File: src/design/mcct_pkg.sv
package mcct_pkg;

    // fixed field and register widths
    localparam int RADIUS_W = 20;
    localparam int LIMIT_W  = 40;
    localparam int TIME_W   = 32;
    localparam int RAD_SUM_W = RADIUS_W + 2;
    localparam int ADDR_W   = 5;
    localparam int DATA_W   = 64;

    // register indexes (paddr[4:3])
    localparam logic [1:0] REG_MARGIN  = 2'd0;
    localparam logic [1:0] REG_STILL   = 2'd1;
    localparam logic [1:0] REG_OVERLAP = 2'd2;

    // register reset values
    localparam logic [RADIUS_W-1:0] MARGIN_RST  = '0;
    localparam logic [LIMIT_W-1:0]  STILL_RST   = 40'd4295;
    localparam logic [LIMIT_W-1:0]  OVERLAP_RST = 40'd4295;

    // control that travels with each item down the chain
    typedef struct packed {
        logic valid;
        logic hit;
        logic need_time;
        logic saturate;
    } ctl_t;

endpackage

File: src/design/mcct_div_cell.sv
module mcct_div_cell #(
    parameter int PW = 52,
    parameter int FRACTION_BITS = 16,
    parameter int SHIFT = 31
) (
    input  logic                         clk,
    input  logic                         rst_n,
    input  mcct_pkg::ctl_t               ctl_in,
    input  logic [PW+FRACTION_BITS-1:0]  rem_in,
    input  logic [PW-1:0]                a_in,
    input  logic [mcct_pkg::TIME_W-1:0]  q_in,
    output mcct_pkg::ctl_t               ctl_out,
    output logic [PW+FRACTION_BITS-1:0]  rem_out,
    output logic [PW-1:0]                a_out,
    output logic [mcct_pkg::TIME_W-1:0]  q_out
);

    localparam int RW = PW + FRACTION_BITS;
    localparam int CW = PW + mcct_pkg::TIME_W;

    logic [CW-1:0] a_shift;
    logic          ge;
    logic [mcct_pkg::TIME_W-1:0] q_next;

    mcct_pkg::ctl_t ctl_reg;
    logic [RW-1:0]  rem_reg;
    logic [PW-1:0]  a_reg;
    logic [mcct_pkg::TIME_W-1:0] q_reg;

    // one quotient bit: subtract the shifted divisor if it fits
    assign a_shift = CW'(a_in) << SHIFT;
    assign ge      = (CW'(rem_in) >= a_shift);

    always_comb
    begin
        q_next        = q_in;
        q_next[SHIFT] = ge;
    end

    always_ff @(posedge clk or negedge rst_n)
    begin
        if (!rst_n)
        begin
            ctl_reg <= '0;
        end
        else
        begin
            ctl_reg <= ctl_in;
        end
    end

    always_ff @(posedge clk)
    begin
        rem_reg <= ge ? RW'(CW'(rem_in) - a_shift) : rem_in;
        a_reg   <= a_in;
        q_reg   <= q_next;
    end

    assign ctl_out = ctl_reg;
    assign rem_out = rem_reg;
    assign a_out   = a_reg;
    assign q_out   = q_reg;

endmodule

File: config.mk
export PLATFORM = sky130hd
export DESIGN_NAME = mcct_div_cell
export DESIGN_NICKNAME = d
export VERILOG_FILES = /design/src/design/mcct_pkg.sv /design/src/design/mcct_div_cell.sv
export SDC_FILE = /design/constraint.sdc
export NUM_CORES = 1
export LEC_CHECK = 0
export ABC_AREA = 0
export BUFFER_PORTS_ARGS = -buffer_cell sky130_fd_sc_hd__buf_2
export CORE_MARGIN = 2
export CORE_UTILIZATION = 40
export DETAILED_ROUTE_END_ITERATION = 8
export GPL_ROUTABILITY_DRIVEN = 0
export PLACE_DENSITY = 0.73
export SYNTH_ARGS = -nofsm -noshare
export SYNTH_HDL_FRONTEND = slang
export SYNTH_SLANG_ARGS = --single-unit
File: constraint.sdc
create_clock -name clk -period 0.85 [get_ports clk]
set_input_delay 0.085 -clock clk [delete_from_list [all_inputs] [get_ports clk]]
set_output_delay 0.085 -clock clk [all_outputs]
set_load 0.01 [all_outputs]
==> metrics <==
Setup Crit Path Kind in -> reg; Die Ht 129 µm; fmax 454 MHz; drt first pass iters 6; CP Max Fanout 5; Slew headroom 0.699; clock power share 0.374; Via-to-Cell Ratio 5.21; Seq/Total Area, Yosys 0.506; Worst-Margin Slew 0.448 ns; number of synthesized flops with an enable pin 0; Die X 129 µm; Syn Inst Count between 500 and 600; top_reg_cell synth dfxtp_1; area post-placement 0.00961 mm²; Final Setup Violations 194; Mapped Avg Cell Area 10.5 µm²; critical path arrival 2.53 ns; H-tree Lvls 4; RSZ-0062 raised after global routing true; sequential power share 0.369; layout cells sized above 1 0.577; Synth area leaders dfxtp_1 49%, ha_1 7.5%, mux2_2 5.1%; top-count cell post-synth dfxtp_1; Synth Net Count 790; Hold Vio Cnt, Final 0; Yosys warnings 0; Sw Share 0.302; Int Pwr 15000 µW; worst hold slack 0.0261 ns; post-synth top area cell dfxtp_1; fin worst setup slack -1.35 ns; Area Growth Syn to Fin 107%; Async SR Flop Fraction 0.0256; Clock transition at path regs 0.08 ns; Synth Cell Area 0.00621 mm²; clk buf depth 2; Combinational Power Share 0.257; Initial Util 0.409; layout net count around 1400; leak pwr 0.00615 µW; CTS root buffer clkbuf_16; Crit path required time between 1 and 1.5 ns; std cell rows 45; outcome complete, but fails checks; final slew viol count 0; post-synth top area share 0.490; initial antenna violation count 4; routed vias 7532; global route overflow 0; Max VDD drop 0.00143 V; Pwr Density 1670 mW/mm²; NetSw ~6500 µW; post-route antenna net violation count 0; top cells by count, synth 152 x dfxtp_1, 58 x inv_1, 38 x a21oi_1; number of global-route vias before repair approximately 7500; largest net degree at the start of global routing 19; Remaining DRCs 0; setup TNS -65.20 ns; final worst path period need 2.20 ns; post-place setup slack -1.71 ns; first-pass GRT wire length 40300 µm; GRT Total Usage 0.317; WL/cell 20.7 µm; violated checks negative setup slack; Iter 0 DRT Violations roughly 550; Pwr Total 21500 µW; Hold/Removal Path Class in -> reg; Crit. End Element register; CTS tree yes; post-route design area 0.0129 mm²; #FFs+latches synth 156; I/O pin count 314; final wirelength 30000 µm; Die ar. 0.0165 mm²; period utilization 2.59; Synth cell types 70; Num CTS Buffers 17; Final HPWL DP 17200 µm; core footprint 0.0152 mm²; Sink Count 156; Max Cap Viol 0; I/O Buffers approximately 310; CP startpoint kind primary input
## registers in the layout, indices dropped and copies added (netlist names)
| register | count |
|---|---|
| ctl_out | 4 |
| rem_out | 68 |
| a_out | 52 |
| q_out | 32 |
## placed cells by master, fill, tap and decap left out, types with 5 or more instances in the layout
cell type / n
mux2_4: 28
dfxtp_2: 87
o21ai_1: 6
nor4_1: 8
a21o_1: 10
nor2_1: 20
a21oi_1: 32
a211oi_1: 5
dlygate4sd3_1: 153
ha_1: 18
o21ai_0: 18
buf_12: 7
ha_4: 17
clkbuf_16: 17
dfxtp_1: 65
inv_1: 46
o21bai_1: 6
nand3_1: 7
and3_1: 5
a21oi_2: 7
nand4_1: 9
xnor2_1: 17
clkinv_8: 5
inv_2: 8
buf_2: 211
xor2_1: 12
buf_4: 167
buf_6: 105
and2_1: 7
nand2_1: 29
## cells by family after synthesis
kind of cell | count (synthesis) | share of synthesized area
DFF | 156 | 0.506
AOI/OAI and AO/OA | 139 | 0.158
and+or+nand+nor | 124 | 0.107
buffers and inverters | 77 | 0.0544
adders and majority gates | 38 | 0.0777
muxes | 31 | 0.0558
xor gates and xnor gates | 29 | 0.0409
## power by group through the flow
stage          logic [µW]  clock network [µW]  registers (µW)
4_1_cts              4960                7910            7840
3_3_place_gp         4120                   0            7960
6_report             5520                8030            7940
3_5_place_dp         4200                   0            7970
2_1_floorplan        1920                   0            8180
5_1_grt              5840                8370            7960
## worst paths after layout
check / startpoint / end / slack [ns] / cells after the start
worst min-delay path: rem_in[67] / rem_out[67] / 0.03 / 3
worst max-delay path: a_in[26] / rem_out[39] / -1.35 / 13
max in group asynchronous: rst_n / ctl_out[3] / 0.07 / 3
min in group asynchronous: rst_n / ctl_out[1] / 0.59 / 3
## critical path, stage by stage
cell,delay [ns]
buf_2,0.08
inv_1,0.05
ha_1,0.36
nand2_1,0.19
nor4_4,0.36
nand4_1,0.19
o221ai_2,0.26
nor2_4,0.08
o21ai_4,0.18
buf_8,0.16
buf_12,0.12
buf_12,0.11
mux2_4,0.30
## layer usage
| metal | global-route usage | wire length, µm | part of all wire |
|---|---|---|---|
| met1 | 0.359 | 10900 | 0.36 |
| met2 | 0.579 | 15700 | 0.52 |
| met3 | 0.0753 | 2030 | 0.068 |
| met4 | 0.123 | 1300 | 0.043 |
| met5 | 0 | 12 | 0.00040 |
## cell type report
class | instances | area [µm²]
clock buffers | 17 | 425
inverters | 58 | 250
well taps | 188 | 235
fillers | 806 | 2310
repair buffers | 646 | 5220
multi-input cells | 361 | 3300
clock inverters | 15 | 196
flip-flops and latches | 156 | 3250
diodes | 4 | 10.0
## per-stage QoR
stage	std cells	utilization
finish	1445	0.848
global route	1443	0.848
CTS	1439	0.814
detailed placement	1238	0.632
global placement	1238	0.632
floorplan	594	-
## repair_timing
| action | in CTS | in global routing |
|---|---|---|
| setup buffers | 14 | 5 |
| hold endpoints to repair | 153 | 1 |
| hold buffers | 152 | 1 |
| pin swaps | 17 | 23 |
| gates cloned | 3 | 0 |
| gates resized for setup | 106 | 146 |
| setup endpoints to repair | 194 | 194 |
(Power assumes the default switching activity.)
