==> src/design/mcct_pkg.sv <==
package mcct_pkg;

    // fixed field and register widths
    localparam int RADIUS_W = 20;
    localparam int LIMIT_W  = 40;
    localparam int TIME_W   = 32;
    localparam int RAD_SUM_W = RADIUS_W + 2;
    localparam int ADDR_W   = 5;
    localparam int DATA_W   = 64;

    // register indexes (paddr[4:3])
    localparam logic [1:0] REG_MARGIN  = 2'd0;
    localparam logic [1:0] REG_STILL   = 2'd1;
    localparam logic [1:0] REG_OVERLAP = 2'd2;

    // register reset values
    localparam logic [RADIUS_W-1:0] MARGIN_RST  = '0;
    localparam logic [LIMIT_W-1:0]  STILL_RST   = 40'd4295;
    localparam logic [LIMIT_W-1:0]  OVERLAP_RST = 40'd4295;

    // control that travels with each item down the chain
    typedef struct packed {
        logic valid;
        logic hit;
        logic need_time;
        logic saturate;
    } ctl_t;

endpackage

==> src/design/mcct_sqrt_cell.sv <==
module mcct_sqrt_cell #(
    parameter int PW = 52,
    parameter int SIDE_W = 104
) (
    input  logic                clk,
    input  logic                rst_n,
    input  mcct_pkg::ctl_t      ctl_in,
    input  logic [2*PW-1:0]     d_in,
    input  logic [PW:0]         rem_in,
    input  logic [PW-1:0]       root_in,
    input  logic [SIDE_W-1:0]   side_in,
    output mcct_pkg::ctl_t      ctl_out,
    output logic [2*PW-1:0]     d_out,
    output logic [PW:0]         rem_out,
    output logic [PW-1:0]       root_out,
    output logic [SIDE_W-1:0]   side_out
);

    logic [PW+2:0] cur, trial;
    logic          ge;
    logic [PW:0]   rem_next;

    mcct_pkg::ctl_t  ctl_reg;
    logic [2*PW-1:0] d_reg;
    logic [PW:0]     rem_reg;
    logic [PW-1:0]   root_reg;
    logic [SIDE_W-1:0] side_reg;

    // one root bit: bring down two bits, try root*4+1
    assign cur      = {rem_in, d_in[2*PW-1 -: 2]};
    assign trial    = {1'b0, root_in, 2'b01};
    assign ge       = (cur >= trial);
    assign rem_next = ge ? (PW+1)'(cur - trial) : (PW+1)'(cur);

    always_ff @(posedge clk or negedge rst_n)
    begin
        if (!rst_n)
        begin
            ctl_reg <= '0;
        end
        else
        begin
            ctl_reg <= ctl_in;
        end
    end

    always_ff @(posedge clk)
    begin
        d_reg    <= d_in << 2;
        rem_reg  <= rem_next;
        root_reg <= {root_in[PW-2:0], ge};
        side_reg <= side_in;
    end

    assign ctl_out  = ctl_reg;
    assign d_out    = d_reg;
    assign rem_out  = rem_reg;
    assign root_out = root_reg;
    assign side_out = side_reg;

endmodule

==> config.mk <==
export PLATFORM = sky130hd
export DESIGN_NAME = mcct_sqrt_cell
export DESIGN_NICKNAME = d
export VERILOG_FILES = /design/src/design/mcct_pkg.sv /design/src/design/mcct_sqrt_cell.sv
export SDC_FILE = /design/constraint.sdc
export NUM_CORES = 1
export LEC_CHECK = 0
export ABC_AREA = 1
export BUFFER_PORTS_ARGS = -buffer_cell sky130_fd_sc_hd__buf_2
export CELL_PAD_IN_SITES_DETAIL_PLACEMENT = 1
export CELL_PAD_IN_SITES_GLOBAL_PLACEMENT = 1
export CORE_AREA = 5 5 241 243
export CTS_BUF_LIST = sky130_fd_sc_hd__clkbuf_16
export CTS_CLUSTER_DIAMETER = 200
export CTS_CLUSTER_SIZE = 16
export DETAILED_ROUTE_END_ITERATION = 12
export DIE_AREA = 0 0 246 248
export PLACE_DENSITY = 0.59
export SYNTH_ARGS = -nofsm -noshare
export SYNTH_HDL_FRONTEND = slang
export SYNTH_SLANG_ARGS = --single-unit
==> constraint.sdc <==
create_clock -name clk -period 1.02 [get_ports clk]
set_clock_uncertainty 0.05 [all_clocks]
set_input_delay 0.102 -clock clk [delete_from_list [all_inputs] [get_ports clk]]
set_output_delay 0.102 -clock clk [all_outputs]
set_load 0.05 [all_outputs]
==> results of run 1 <==
==> logic make-up (layout without fill, tap and decap cells) <==
| group | count (synthesis) | count (layout) | synth area share |
|---|---|---|---|
| adders and majority gates | 54 | 54 | 0.0546 |
| AOI/OAI and AO/OA | 40 | 40 | 0.0175 |
| xor gates and xnor gates | 26 | 26 | 0.0184 |
| other | 1 | 14 | 0.000303 |
| and+or+nand+nor | 810 | 810 | 0.295 |
| DFF | 315 | 315 | 0.511 |
| buffers and inverters | 320 | 1591 | 0.103 |
==> stage by stage <==
| stage | total power (uW) | instances | hold WS [ns] |
|---|---|---|---|
| floorplan | 20300 | 1567 | -0.244 |
| global placement | 24700 | 3191 | -0.140 |
| detailed placement | 24800 | 3191 | -0.136 |
| CTS | 37700 | 3582 | -0.261 |
| global route | 40100 | 3603 | 0.0567 |
| finish | 38700 | 3606 | 0.0449 |
==> cell usage after synthesis <==
master and count:
buf_6 6, dfrtp_1 4, nand2_1 541, o21ai_0 5
and2_1 3, xnor2_1 1, inv_2 8, conb_1 1
nand3_1 68, dfxtp_1 311, a21oi_1 29, nor2_2 13
inv_1 293, nor3_2 1, o21bai_1 2, buf_2 5
nor2_4 2, ha_1 54, and2_4 1, o21ai_1 1
nand2_2 8, o21bai_2 1, nand3b_1 14, o21ai_2 1
nand4_1 11, a31oi_1 1, nor3_1 9, nand3_4 2
xor2_1 25, buf_4 7, or2_2 1, nand3_2 51
clkinv_1 1, nor2_1 85
==> per-layer routing <==
layer / up-vias / routed length (um) / track usage
li1: 7220 / - / -
met1: 7387 / 30000 / 0.265
met2: 503 / 44100 / 0.482
met3: 198 / 4500 / 0.0535
met4: 8 / 4610 / 0.129
met5: - / 62 / 0
==> flip-flops by register name, summed over array words and instances, names as in the netlist <==
name and cells:
d_out 102, side_out 104, ctl_out 4, rem_out 53
root_out 52
==> power by group <==
part / switching (uW) / total [uW] / internal (uW)
clock: 4710 / 8740 / 4030
sequential: 842 / 14300 / 13500
combinational: 8680 / 15600 / 6940
==> layout make-up <==
cell class,instances,area share
sequential,315,0.236
multi-input combinational,932,0.239
timing repair buffer,1263,0.429
clock buffer,23,0.0201
clock inverter,3,0.000699
tap,756,0.0330
inverter,302,0.0416
antenna,12,0.00105
==> worst max-delay path, stage by stage <==
cell and delay [ns]:
buf_4 0.12, inv_6 0.03, ha_4 0.31, nand2_4 0.09
nor2_4 0.16, nand2_4 0.09, nor2_4 0.13, nand2_2 0.08
o21ai_4 0.15, nor2_4 0.06, nand3_4 0.14, buf_8 0.17
buf_8 0.15, nand2_2 0.06, nand2_2 0.08
==> final timing paths <==
| check | to | cells past startpoint |
|---|---|---|
| max | rem_out[20] | 15 |
| min in group asynchronous | ctl_out[0] | 3 |
| min | rem_out[37] | 5 |
| max in group asynchronous | ctl_out[2] | 3 |
==> what timing repair did <==
action | 4_1_cts | 5_1_grt
setup buffers | 34 | 21
resized for setup | 1401 | 320
pin swaps | 65 | 81
setup endpoints to repair | 369 | 369
hold buffers | 329 | 1
cloned | 4 | 0
endpoints found under the hold margin | 318 | 1
==> impl_metrics.json, run 1 <==
{
  "status": "finished with violations",
  "violations": "negative setup slack",
  "n_fill_cell": 6265,
  "initial_core_util": 0.222,
  "avgSynthCellArea_um2": 7.91,
  "ff_latch_area_mm2": 0.00675,
  "power_density_mw_per_mm2": 1350,
  "start_kind": "input pin",
  "yosys_warnings": 0,
  "cts_root_buffer": "clkbuf_16",
  "path_clk_slew_ns": 0.08,
  "fp.dieArea_mm2": 0.0610,
  "finalCritPeriodShare": 1.47,
  "worstPathArrival_ns": 1.95,
  "grt_pass1_vias": 17359,
  "fmax_mhz": 665,
  "setup_ws_ns": -0.484,
  "synth.distinct_cells": 34,
  "rsz0062_at_grt": "true",
  "syn_inst": 1566,
  "setup_viol": 369,
  "drv_slew": 0,
  "dr.first_iter.drc_count": 541,
  "io_buffers": 633,
  "stdcell_area_mm2": 0.0286,
  "dpl.hpwl_um": 56500,
  "synth_area_mm2": 0.0124,
  "leakage_uw": 0.0140,
  "synth_top_area_share": 0.503,
  "antenna_found_initial": 17,
  "hp-class": "in -> reg",
  "multi_input_area_mm2": 0.00684,
  "ios": 636,
  "worstHoldStart": "rem_in[35]",
  "final_common_cell": "nand2_1",
  "wl_um": 83300,
  "track_usage": 0.255,
  "htreeDepth": 1,
  "crit_type": "in -> reg",
  "synthTopCellsByArea": "dfxtp_1 (50%), nand2_1 (16%), inv_1 (8.9%)",
  "wl_per_cell_um": 23.1,
  "dp_slack_ns": -1.24,
  "cts_tree": "done",
  "tns_ns": -80.48,
  "final_cell_mix": "nand2_1 (355), dlygate4sd3_1 (330), dfxtp_2 (295), buf_2 (294), buf_8 (286)",
  "ctsLongestPathBuffers": 3,
  "maxCapViolCount": 0,
  "drc_errors": 0,
  "die_h_um": 248,
  "num_rows": 87,
  "crit_required_ns": 1.47,
  "end_kind": "flip-flop",
  "ys_ff_latch": 315,
  "vias": 15316,
  "ir_worst_vdd_mv": 0.949,
  "dpl_cell_area_mm2": 0.0192,
  "clkSinkCount": 315,
  "fin_crit_ns": 1.50,
  "grt_pass1_wl_um": 115000,
  "synth-seq-area-share": 0.511,
  "core_area_mm2": 0.0557,
  "crit_start": "root_in[26]",
  "drive_gt1_frac": 0.618,
  "ant_nets": 0,
  "nets": 3210,
  "area_growth_pct": 131,
  "numCtsBuffers": 23,
  "path_max_fanout": 7,
  "grt-ovfl-total": 0,
  "final_util": 0.514,
  "grt_max_degree": 18,
  "drt_pre_antenna_iters": 4,
  "finalHoldViolCount": 0,
  "vias_per_cell": 4.25,
  "gp_congestion": 0.903,
  "fp.dieW_um": 246,
  "yosysTopAreaCell": "dfxtp_1"
}
No activity file was read; power rests on OpenSTA's default activity.
==> inputs of run 2 (changes only) <==
--- a/config.mk
+++ b/config.mk
@@ -16,6 +16,7 @@
 export DETAILED_ROUTE_END_ITERATION = 12
 export DIE_AREA = 0 0 246 248
 export PLACE_DENSITY = 0.59
+export RECOVER_POWER = 100
 export SYNTH_ARGS = -nofsm -noshare
 export SYNTH_HDL_FRONTEND = slang
 export SYNTH_SLANG_ARGS = --single-unit
==> impl_metrics.json, run 2 (synthesis results as in run 1) <==
{
  "setup_ws_ns": -0.486,
  "largest_reg_flops": 104,
  "path_clk_slew_ns": 0.08,
  "power_density_mw_per_mm2": 1350,
  "antenna_found_initial": 17,
  "track_usage": 0.255,
  "rsz0062_at_grt": "true",
  "grt-ovfl-total": 0,
  "finalCritPeriodShare": 1.48,
  "hold_path_end": "rem_out[37]",
  "area_growth_pct": 131,
  "fmax_mhz": 664,
  "ios": 636,
  "cp_top_family": "simple AND/OR/NAND/NOR gates",
  "cts_tree": "done",
  "worstPathArrival_ns": 1.96,
  "n_fill_cell": 6266,
  "clkSinkCount": 315,
  "wl_per_cell_um": 23.1,
  "num_rows": 87,
  "gp_congestion": 0.903,
  "worstHoldPathCells": 5,
  "leakage_uw": 0.0140,
  "die_h_um": 248,
  "drive_gt1_frac": 0.617,
  "drv_slew": 0,
  "dpl.hpwl_um": 56500,
  "dr.first_iter.drc_count": 522,
  "fin_crit_ns": 1.51,
  "ir_worst_vdd_mv": 0.948,
  "max_stage_delay_ns": 0.32,
  "numCtsBuffers": 23,
  "nets": 3210,
  "vias": 15306,
  "worst-path-buf-inv": 4,
  "final_cell_mix": "nand2_1 (355), dlygate4sd3_1 (330), dfxtp_2 (295), buf_2 (291), buf_8 (286)",
  "ctsLongestPathBuffers": 3,
  "setup_viol": 369,
  "fp.dieW_um": 246,
  "drc_errors": 0,
  "status": "finished with violations",
  "hp-class": "in -> reg",
  "core_area_mm2": 0.0557,
  "maxCapViolCount": 0,
  "start_kind": "input pin",
  "crit_chain": "buf_4 > inv_6 > ha_4 > nand2_4 > nor2_4 > nand2_4 > nor2_4 > nand2_2 > o21ai_4 > nor2_4 > nand3_4 > buf_8 > buf_8 > nand2_2 > nand2_2",
  "grt_max_degree": 18,
  "worstHoldStart": "rem_in[35]",
  "drt_pre_antenna_iters": 5,
  "ff_latch_area_mm2": 0.00675,
  "vias_per_cell": 4.24,
  "power_uw": 38700,
  "wl_um": 83200,
  "multi_input_area_mm2": 0.00684,
  "tns_ns": -80.80,
  "grt_pass1_vias": 17359,
  "finalHoldViolCount": 0,
  "htreeDepth": 1,
  "cp_slowest_cell": "ha_4",
  "crit_required_ns": 1.47,
  "ant_nets": 0,
  "path_max_fanout": 7,
  "violations": "negative setup slack",
  "crit_start": "root_in[26]",
  "fp.dieArea_mm2": 0.0610,
  "initial_core_util": 0.222,
  "final_common_cell": "nand2_1",
  "grt_pass1_wl_um": 115000,
  "io_buffers": 633,
  "crit_type": "in -> reg",
  "end_kind": "flip-flop",
  "cts_root_buffer": "clkbuf_16"
}
run 2: what timing repair did:
item                                    CTS  global route
pin swaps                                65            81
setup endpoints to repair               369           369
gates cloned                              4             0
hold buffers                            329             1
resized for setup                      1401           320
endpoints found under the hold margin   318             1
setup buffers                            34            21
run 2: worst max path at each step:
stage,to,slack [ns],cells past startpoint
2_1_floorplan,rem_out[41],-0.65,14
3_3_place_gp,rem_out[49],-1.22,15
3_5_place_dp,rem_out[33],-1.24,15
4_1_cts,rem_out[20],-0.48,16
5_1_grt,rem_out[20],-0.54,15
6_report,rem_out[20],-0.49,15
run 2: final cells by class:
class                   count  share of cell area
diodes                     13             0.00114
clock buffers              23              0.0201
clock inverters             3            0.000699
inverters                 302              0.0416
multi-input cells         932               0.239
flip-flops and latches    315               0.236
well taps                 756              0.0330
repair buffers           1263               0.429
run 2: per-stage QoR:
step                      setup WS (ns)  area [um2]  cells   util  hold WS (ns)
after floorplan                  -0.654       13200   1567      -        -0.244
after global placement            -1.22       19200   3191  0.345        -0.140
after detailed placement          -1.24       19200   3191  0.345        -0.136
after CTS                        -0.485       27600   3582  0.494        -0.261
after global routing             -0.536       28600   3604  0.514        0.0567
final                            -0.486       28600   3607  0.514        0.0444
run 2: routing by layer:
metal	routed length (um)	global-route usage	share of wire
met5	61	0	0.00073
met2	44100	0.482	0.53
met3	4640	0.0535	0.056
met4	4540	0.129	0.055
met1	29800	0.265	0.36
run 2: worst min-delay path: cells and delay by family:
family	cells	cell delay [ns]
buffers and inverters	1	0.12
adders and majority gates	1	0.18
and+or+nand+nor	3	0.22
run 2: power by group:
part / total [uW] / switching [uW] / internal [uW]
Sequential: 14300 / 844 / 13500
Combinational: 15600 / 8670 / 6940
Clock: 8750 / 4720 / 4030
==> inputs of run 3 (changes only) <==
--- a/config.mk
+++ b/config.mk
@@ -7,7 +7,7 @@
 export LEC_CHECK = 0
 export ABC_AREA = 1
 export BUFFER_PORTS_ARGS = -buffer_cell sky130_fd_sc_hd__buf_2
-export CELL_PAD_IN_SITES_DETAIL_PLACEMENT = 1
+export CELL_PAD_IN_SITES_DETAIL_PLACEMENT = 0
 export CELL_PAD_IN_SITES_GLOBAL_PLACEMENT = 1
 export CORE_AREA = 5 5 241 243
 export CTS_BUF_LIST = sky130_fd_sc_hd__clkbuf_16
==> impl_metrics.json, run 3 (synthesis results as in run 1) <==
{
  "status": "finished with violations",
  "violations": "negative setup slack",
  "hold_slack_ns": 0.0118,
  "area_growth_pct": 130,
  "multi_input_area_mm2": 0.00651,
  "grt_pass1_vias": 15833,
  "crit_required_ns": 1.42,
  "ant_nets": 0,
  "maxCapViolCount": 0,
  "power_density_mw_per_mm2": 1330,
  "worstPathArrival_ns": 1.88,
  "grt_max_degree": 18,
  "wl_per_cell_um": 20.1,
  "numCtsBuffers": 23,
  "end_kind": "flip-flop",
  "drv_slew": 0,
  "fin_crit_ns": 1.48,
  "path_max_fanout": 7,
  "vias": 14704,
  "finalHoldViolCount": 0,
  "wl_um": 72600,
  "path_clk_slew_ns": 0.08,
  "ctsLongestPathBuffers": 3,
  "drt_pre_antenna_iters": 5,
  "htreeDepth": 1,
  "grt_pass1_wl_um": 102000,
  "cts_root_buffer": "clkbuf_16",
  "final_common_cell": "nand2_1",
  "hp-class": "in -> reg",
  "track_usage": 0.221,
  "vias_per_cell": 4.08,
  "ios": 636,
  "start_kind": "input pin",
  "rsz0062_at_grt": "true",
  "dp_slack_ns": -1.21,
  "dr.first_iter.drc_count": 567,
  "core_area_mm2": 0.0557,
  "n_fill_cell": 5040,
  "die_h_um": 248,
  "fmax_mhz": 675,
  "drc_errors": 0,
  "fp.dieArea_mm2": 0.0610,
  "ff_latch_area_mm2": 0.00675,
  "ir_worst_vdd_mv": 0.936,
  "clkSinkCount": 315,
  "dpl.hpwl_um": 53400,
  "crit_type": "in -> reg",
  "leakage_uw": 0.0140,
  "largest_reg_flops": 104,
  "antenna_found_initial": 8,
  "nets": 3216,
  "initial_core_util": 0.222,
  "io_buffers": 633,
  "setup_viol": 369,
  "grt-ovfl-total": 0,
  "gp_congestion": 0.903,
  "fp.dieW_um": 246,
  "cts_tree": "done",
  "finalCritPeriodShare": 1.45,
  "drive_gt1_frac": 0.588,
  "setup_ws_ns": -0.461,
  "final_cell_mix": "nand2_1 (405), dlygate4sd3_1 (331), dfxtp_2 (296), buf_2 (281), buf_8 (280)",
  "num_rows": 87
}
run 3: layout make-up:
| class | instances | share of cell area |
|---|---|---|
| multi-input cells | 933 | 0.229 |
| flip-flops and latches | 315 | 0.238 |
| clock buffers | 23 | 0.0202 |
| repair buffers | 1268 | 0.437 |
| clock inverters | 4 | 0.000836 |
| diodes | 6 | 0.000528 |
| well taps | 756 | 0.0333 |
| inverters | 302 | 0.0418 |
run 3: repair_timing:
item	4_1_cts	5_1_grt
pin swaps	83	64
cloned	4	6
buffers inserted	36	11
resized for setup	1430	183
hold buffers	330	1
setup endpoints to repair	369	369
hold endpoints to repair	318	1
run 3: where the power goes:
group | internal [uW] | leakage (uW) | switching, uW | total [uW]
logic | 6900 | 0.0110 | 8150 | 15100
clock network | 4030 | 0.000299 | 4580 | 8610
registers | 13500 | 0.00268 | 776 | 14300
run 3: worst paths after layout:
path | startpoint | endpoint | slack, ns | cells after the start
max | root_in[18] | rem_out[25] | -0.46 | 15
min | rem_in[11] | rem_out[13] | 0.01 | 5
max in group asynchronous | rst_n | ctl_out[2] | 0.28 | 3
min in group asynchronous | rst_n | ctl_out[3] | 0.45 | 3
run 3: critical path, stage by stage:
cell and delay, ns:
buf_6 0.08, inv_2 0.04, ha_4 0.28, buf_6 0.11, nand2_4 0.06, nor2_4 0.15, nand2_4 0.08, nor2_4 0.11
nand2_2 0.07, o21ai_2 0.16, nor2_4 0.06, and2_4 0.24, clkbuf_16 0.19, nand3_2 0.07, nand2_1 0.06
run 3: metal layers:
metal / up-vias / track usage / wire, um / share of wire
met5: - / 0 / 18 / 0.00025
met2: 447 / 0.423 / 38700 / 0.53
met4: 4 / 0.0625 / 2030 / 0.028
met1: 6921 / 0.245 / 27400 / 0.38
met3: 95 / 0.0480 / 4430 / 0.061
li1: 7237 / - / - / -
run 3: metrics by stage:
stage,area [um2],total power [uW],util,cells,setup TNS (ns)
6_report,28400,37900,0.510,3607,-76.37
5_1_grt,28400,39500,0.510,3606,-92.67
4_1_cts,27600,37600,0.496,3587,-85.18
3_5_place_dp,19200,24700,0.345,3191,-60.12
3_3_place_gp,19200,24700,0.345,3191,-59.24
2_1_floorplan,13200,20300,-,1567,-34.31
